File: src/design/law_pkg.sv
// Shared types and constants for the landmark association weight block.
package law_pkg;

    localparam int unsigned IdW  = 16;
    localparam int unsigned PosW = 32;
    localparam int unsigned AngW = 16;
    localparam int unsigned WsW  = 48;
    localparam int unsigned CfgIdxW = 2;

    localparam logic [CfgIdxW-1:0] CFG_INV_VAR_X = 2'd0;
    localparam logic [CfgIdxW-1:0] CFG_INV_VAR_Y = 2'd1;
    localparam logic [CfgIdxW-1:0] CFG_LOG_NORM  = 2'd2;

    localparam logic signed [63:0] C1 = 64'sd1686629713;
    localparam logic signed [63:0] C3 = 64'sd693598668;
    localparam logic signed [63:0] C5 = 64'sd85569306;
    localparam logic signed [63:0] C7 = 64'sd5026995;
    localparam logic signed [63:0] C9 = 64'sd172272;
    localparam logic signed [63:0] Q30_ONE = 64'sd1073741824;
    localparam logic [47:0] TERM_CAP = 48'h8000_0000_0000;

    typedef struct packed {
        logic                   kind;
        logic [IdW-1:0]         landmark_id;
        logic signed [PosW-1:0] pos_x;
        logic signed [PosW-1:0] pos_y;
        logic signed [PosW-1:0] particle_x;
        logic signed [PosW-1:0] particle_y;
        logic [AngW-1:0]        particle_heading;
        logic                   last_observation;
    } t_in_word;

    typedef struct packed {
        logic [IdW-1:0]         matched_id;
        logic signed [PosW-1:0] matched_x;
        logic signed [PosW-1:0] matched_y;
        logic signed [WsW-1:0]  neg_log_weight;
        logic                   weight_final;
        logic                   status;
    } t_out_word;

    // Queue entry between front and back: map-frame observation or load.
    typedef struct packed {
        logic                   kind;
        logic [IdW-1:0]         landmark_id;
        logic signed [PosW-1:0] x;
        logic signed [PosW-1:0] y;
        logic                   last_observation;
    } t_job;

    typedef enum logic [2:0] {
        FS_IDLE, FS_POLY, FS_ROT_MUL, FS_ROT_SUM, FS_PUSH
    } t_front_state;

    typedef enum logic [2:0] {
        BS_IDLE, BS_SCAN, BS_DRAIN, BS_TERM, BS_SUM, BS_OUT
    } t_back_state;

    function automatic logic signed [63:0] mul_q30(logic signed [63:0] a,
                                                   logic signed [63:0] b);
        logic        neg;
        logic [31:0] ma;
        logic [31:0] mb;
        logic [63:0] m;
        logic signed [63:0] r;
        neg = a[63] ^ b[63];
        ma  = a[63] ? 32'(-a) : 32'(a);
        mb  = b[63] ? 32'(-b) : 32'(b);
        m   = 64'(ma) * 64'(mb);
        r   = $signed(m >> 30);
        return neg ? -r : r;
    endfunction

endpackage

File: src/design/law_queue.sv
// Two-entry job queue between front and back.
module law_queue (
    input  logic          i_clk,
    input  logic          i_rst_n,
    input  logic          i_push,
    input  law_pkg::t_job i_job,
    output logic          o_full,
    input  logic          i_pop,
    output logic          o_empty,
    output law_pkg::t_job o_job
);
    import law_pkg::*;

    t_job r_mem [2];
    logic r_wp, r_rp;
    logic [1:0] r_cnt;

    assign o_full  = (r_cnt == 2'd2);
    assign o_empty = (r_cnt == 2'd0);
    assign o_job   = r_mem[r_rp];

    always_ff @(posedge i_clk) begin
        if (i_push) r_mem[r_wp] <= i_job;
        if (!i_rst_n) begin
            r_wp <= 1'b0;
            r_rp <= 1'b0;
            r_cnt <= 2'd0;
        end else begin
            if (i_push) r_wp <= ~r_wp;
            if (i_pop) r_rp <= ~r_rp;
            r_cnt <= r_cnt + 2'(i_push) - 2'(i_pop);
        end
    end

    assert property (@(posedge i_clk) disable iff (!i_rst_n)
        !(i_push && o_full) && !(i_pop && o_empty))
        else $error("queue overflow or underflow");
    assert property (@(posedge i_clk) disable iff (!i_rst_n)
        r_cnt != 2'd3)
        else $error("queue count out of range");
    assert property (@(posedge i_clk) disable iff (!i_rst_n)
        (i_push && !i_pop) |=> r_cnt == $past(r_cnt) + 2'd1)
        else $error("queue count missed a push");
endmodule

File: config.mk
export PLATFORM = sky130hd
export DESIGN_NAME = law_queue
export DESIGN_NICKNAME = d
export VERILOG_FILES = /design/src/design/law_pkg.sv /design/src/design/law_queue.sv
export SDC_FILE = /design/constraint.sdc
export NUM_CORES = 1
export LEC_CHECK = 0
export BUFFER_PORTS_ARGS = -buffer_cell sky130_fd_sc_hd__clkbuf_2
export CORE_UTILIZATION = 47
export CTS_BUF_LIST = sky130_fd_sc_hd__clkbuf_16
export CTS_CLUSTER_SIZE = 24
export DETAILED_ROUTE_END_ITERATION = 6
export GPL_TIMING_DRIVEN = 1
export PLACE_DENSITY = 0.75
export REMOVE_ABC_BUFFERS = 1
export SYNTH_ARGS = -nofsm -noshare
export SYNTH_HDL_FRONTEND = slang
export SYNTH_SLANG_ARGS = --single-unit
File: constraint.sdc
create_clock -name i_clk -period 4.4 [get_ports i_clk]
set_input_delay 0.22 -clock i_clk [delete_from_list [all_inputs] [get_ports i_clk]]
set_output_delay 0.22 -clock i_clk [all_outputs]
set_load 0.01 [all_outputs]
==> metrics, run 1 <==
Synth Cell Area about 6500 um2; Place WS 2.35 ns; synth unique cells 14; DRT antenna net count 0; CP Class reg -> out; Startpoint Class register; TritonCTS clock tree built; yosys warns 0; Setup WS post-layout 1.96 ns; final-stage net count roughly 630; Leak 3.57 nW; CP Capture Type output port; Finished Core Util 65.9%; clock tree buffer depth 2; largest net degree at the start of global routing 83; clock latency on the worst-skew pair 0.42 ns; initial antenna violation count 0; vias in the first global route 3553; Storage cell area 5030 um2; final setup vio count 0; FP Rows 42; Peak Freq 0.410 GHz; hold depth 1; Worst VDD drop 281 uV; status completed; FF-to-FF setup slack 2.47 ns; drt total wl 11300 um; wire per inst 15.5 um; post-route setup TNS 0 ns; DR iter-0 viols 136; Hold WC Path Type in -> reg; number of port buffers 169; Area growth syn-to-layout 35.0%; Post-Syn Instances about 280; post-route minimum period 2.44 ns; max-cap violations 0; Clock Pin Slew Worst Setup and Hold Paths 0.06 ns; Critical Path RT 4.18 ns; most common cell after layout, fill and taps aside clkbuf_2; post-DP HPWL 6780 um; Pins Over Slew Limit 0; # IOs 170; Slew headroom 24.3%; TritonCTS Sinks 169; chip width roughly 120 um; Die Ht approximately 120 um; worst-path maximum fanout 37; worst r2r path cells 2; Global Route Usage Sum 16.5%; H-tree levels 4; post-DR vias/cell 4.66; n_diodes 0; Multi-input gate area 1350 um2; total grt overflow 0; Starting Density 48.8%; most frequent cells in the layout 169 x clkbuf_2, 164 x edfxtp_1, 80 x mux2_4, 80 x dlygate4sd3_1, 17 x clkbuf_16; FILL cells 919; fraction of layout cells with a size suffix above 1 51.8%; final hold violations 0; Power Total 3.76 mW; Worst Tran Pin Value 1.14 ns; DRC viols 0; Avg Cell Area, Syn 23.7 um2; skew final between 0.006 and 0.007 ns; Seq/Total Area, Yosys 76.8%; die area 14400 um2; Worst Path Arrival 2.22 ns; core area 13400 um2; Num CTS Buffers 17; register bit total from synthesis about 170; global-route wire length before repair 17400 um; DRT Pass-1 Iters 5; pwr dens 425 nW/um2; DR vias 3382; Final period util 55.4%; Root Buffer clkbuf_16; gpl congestion 0.686; unrepaired setup endpoints after global routing false
[timing repair]
item | 4_1_cts | 5_1_grt
setup endpoints to repair | 0 | 0
hold buffers | 80 | 0
hold endpoints to repair | 158 | 0
buffers inserted | 0 | 0
gates resized for setup | 0 | 0
[stage by stage]
| step | instances | cell area (um2) | hold WS [ns] |
|---|---|---|---|
| global route | 726 | 8840 | 0.00361 |
| finish | 726 | 8840 | 0.0161 |
| CTS | 726 | 8840 | 0.00194 |
| global placement | 615 | 7480 | 0.409 |
| detailed placement | 615 | 7480 | 0.413 |
| floorplan | 267 | 6370 | 0.319 |
[logic make-up (layout without fill, tap and decap cells)]
family | Yosys count | after routing | synth area share (%)
and+or+nand+nor | 9 | 9 | 0.822
xor gates and xnor gates | 2 | 2 | 0.478
buffers and inverters | 11 | 285 | 2.73
adders and majority gates | 2 | 2 | 0.382
DFF | 169 | 169 | 76.8
muxes | 82 | 82 | 18.7
AOI/OAI and AO/OA | 1 | 1 | 0.115
[Yosys cell counts]
cell type  number  share of area (%)
edfxtp_1      164                 75
mux2_4         80                 18
buf_12          8                2.4
dfxtp_1         5                1.5
and2_1          4               0.38
nor2b_1         4               0.38
ha_1            2               0.38
inv_1           2               0.11
mux2_2          2               0.34
buf_6           1               0.17
nor2_1          1              0.057
o21a_1          1               0.11
xnor3_1         1               0.34
xor2_1          1               0.13
[worst max-delay path, cell delays in order (launching register included)]
cell      delay, ns
dfxtp_4        0.79
buf_4          0.52
mux2_4         0.34
clkbuf_2       0.14
[state kept, by name, summed over array words and instances (netlist names), named ones only]
signal,cells
r_rp,1
r_wp,1
r_cnt,2
r_mem,164
[report_power, final]
group          total, mW  leakage (nW)  internal, mW  switching (mW)
Combinational      0.464          1.73         0.267           0.197
Clock               1.39         0.263         0.822           0.569
Sequential          1.90          1.58          1.86          0.0412
[final timing paths]
kind                                start           end
worst max register to register       r_wp  r_mem[0][56]
worst min-delay path            i_job[14]  r_mem[1][14]
worst max-delay path             register     o_job[56]
worst min register to register       r_rp      register
[cell type report]
type / instances / share of cell area [%]
sequential: 169 / 56.9
timing repair buffer: 252 / 18.9
multi-input combinational: 96 / 15.3
clock buffer: 17 / 4.81
tap: 176 / 2.49
clock inverter: 14 / 1.52
inverter: 2 / 0.0850
[routing by layer]
metal | global-route usage [%] | share of wire (%)
met4 | 7.50 | 1.8
met3 | 5.13 | 5.4
met2 | 29.3 | 52
met5 | 0 | 0
met1 | 17.8 | 41
Power figures use the tool's default switching activity.
==> run 2: changes to the inputs <==
--- a/config.mk
+++ b/config.mk
@@ -6,12 +6,12 @@
 export NUM_CORES = 1
 export LEC_CHECK = 0
 export BUFFER_PORTS_ARGS = -buffer_cell sky130_fd_sc_hd__clkbuf_2
-export CORE_UTILIZATION = 47
+export CORE_UTILIZATION = 52
 export CTS_BUF_LIST = sky130_fd_sc_hd__clkbuf_16
 export CTS_CLUSTER_SIZE = 24
 export DETAILED_ROUTE_END_ITERATION = 6
 export GPL_TIMING_DRIVEN = 1
-export PLACE_DENSITY = 0.75
+export PLACE_DENSITY = 0.79
 export REMOVE_ABC_BUFFERS = 1
 export SYNTH_ARGS = -nofsm -noshare
 export SYNTH_HDL_FRONTEND = slang
==> constraint.sdc (replaced) <==
create_clock -name i_clk -period 2.5 [get_ports i_clk]
set_input_delay 0.125 -clock i_clk [delete_from_list [all_inputs] [get_ports i_clk]]
set_output_delay 0.125 -clock i_clk [all_outputs]
set_load 0.01 [all_outputs]
==> run 2 against run 1 <==
Against the previous run:
- first-iteration DRC count is 23% higher
- power is 72% higher
- core utilization is 7.2 points higher
- sequential cell count stayed put
- clock power is 63% higher
- critical path type unchanged
- critical endpoint is now o_job[72]
- largest cell class unchanged
==> metrics, run 2 (synthesis gave the netlist of run 1 again) <==
Global Route Usage Sum 19.4% (+2.9 points); post-route minimum period 2.09 ns; Finished Core Util 73.1% (+7.2 points); clock tree buffer depth 2 (unchanged); DRT Pass-1 Iters 4 (-1); Setup WS post-layout 0.415 ns (-1.55 ns); max-cap violations 0 (unchanged); WHS 0.0880 ns (+0.0719 ns); pwr dens 727 nW/um2 (+71%); Design Area, Final 8900 um2 (+0.68%); H-tree levels 4 (unchanged); DRT antenna net count 0 (unchanged); gpl congestion 0.708 (+3.2%); clock latency on the worst-skew pair 0.42 ns (about the same); Starting Density 53.8% (+5.0 points); fraction of layout cells with a size suffix above 1 51.8% (about the same); Slew headroom 59.4% (+35 points); drt total wl 12100 um (+7.5%); TritonCTS clock tree built; Final period util 83.4%; most frequent cells in the layout 169 x clkbuf_2, 164 x edfxtp_1, 83 x dlygate4sd3_1; fin cells 727 (+0.14%); max reg flops 164 (unchanged); Biggest register r_mem; post-DR vias/cell 4.87 (+4.6%); Clock Pin Slew Worst Setup and Hold Paths 0.06 ns (about the same); # IOs 170 (unchanged); number of port buffers 169 (unchanged); Die Ht 114 um (-4.8%); CP Class reg -> out; die area 13000 um2 (-9.5%); Leak 3.62 nW (+1.1%); Num CTS Buffers 17 (unchanged); Place WS 0.844 ns (-1.50 ns); Post-DP Area 7550 um2 (+0.94%); largest net degree at the start of global routing 84 (+1.2%); global-route wire length before repair 18200 um (+4.5%); initial antenna violation count 1 (+1); final-stage net count 633 (+1.1%); cell count after placement 611 (-0.65%); DRC viols 0 (unchanged); FP Rows 40 (-4.8%); total grt overflow 0 (unchanged); status completed; unrepaired setup endpoints after global routing false; wire per inst 16.7 um (+7.4%); DR vias 3542 (+4.7%); Area growth syn-to-layout 35.9%; DR iter-0 viols 167 (+23%); biggest regs r_mem: 164 flops, r_cnt: 2 flops; final setup vio count 0 (unchanged); Hold WC Path Type in -> reg; most common cell after layout, fill and taps aside clkbuf_2; worst-path maximum fanout 30 (-19%); Root Buffer clkbuf_16; skew final 0.00703 ns (+0.000952 ns); Peak Freq 0.480 GHz; number of cells upsized or downsized after cts 0 (unchanged); CP Capture Type output port; core area 12200 um2 (-9.2%); final hold violations 0 (unchanged); chip width 114 um (-4.8%); Worst Path Arrival 1.96 ns (-0.26 ns); Pins Over Slew Limit 0 (unchanged); Worst Tran Pin Value 0.610 ns (-0.526 ns); Critical Path RT 2.38 ns (-1.80 ns); Worst VDD drop 523 uV (+86%); vias in the first global route 3715 (+4.6%); post-DP HPWL 6840 um (+0.84%); Startpoint Class register; TritonCTS Sinks 169 (unchanged)
==> run 2: what timing repair did <==
item	in CTS	in global routing
setup buffers	0	0
hold endpoints to repair	168	0
hold buffers	83	0
==> run 2: layout make-up <==
class	instances	area [um2]
multi-input combinational	96	1350
clock buffer	17	425
inverter	2	7.51
timing repair buffer	259	1780
antenna	1	2.50
clock inverter	15	91.3
tap	168	210
sequential	169	5030
fill	714	3270
==> run 2: path summary, 6_finish.rpt <==
path | depth (start not counted) | slack (ns) | startpoint | endpoint
min reg2reg | 2 | 0.60 | r_rp | register
max reg2reg | 6 | 1.12 | r_cnt[0] | r_cnt[1]
min | 3 | 0.09 | i_pop | register
max | 3 | 0.41 | register | o_job[72]
==> run 2: through the flow <==
step | total power, mW | setup TNS [ns]
after floorplan | 3.89 | -283.91
after global placement | 4.13 | 0
after detailed placement | 4.16 | 0
after CTS | 6.50 | 0
after global routing | 6.68 | 0
final | 6.46 | 0
==> run 2: routing by layer <==
layer  part of all wire, %  global-route usage [%]  wire [um]
met5                     0                       0          0
met4                   2.4                    9.35        289
met3                   5.9                    6.03        718
met2                    53                    34.3       6440
met1                    39                    21.1       4660
==> run 2: report_power, final <==
part / leakage (nW) / switching, mW / internal, mW
logic: 1.78 / 0.365 / 0.492
registers: 1.58 / 0.0733 / 3.28
clock network: 0.256 / 1.01 / 1.25
==> run 2: worst max-delay path, cell delays in order (launching register included) <==
cell and delay, ns:
dfxtp_4 0.75, buf_4 0.32, mux2_4 0.32, clkbuf_2 0.13
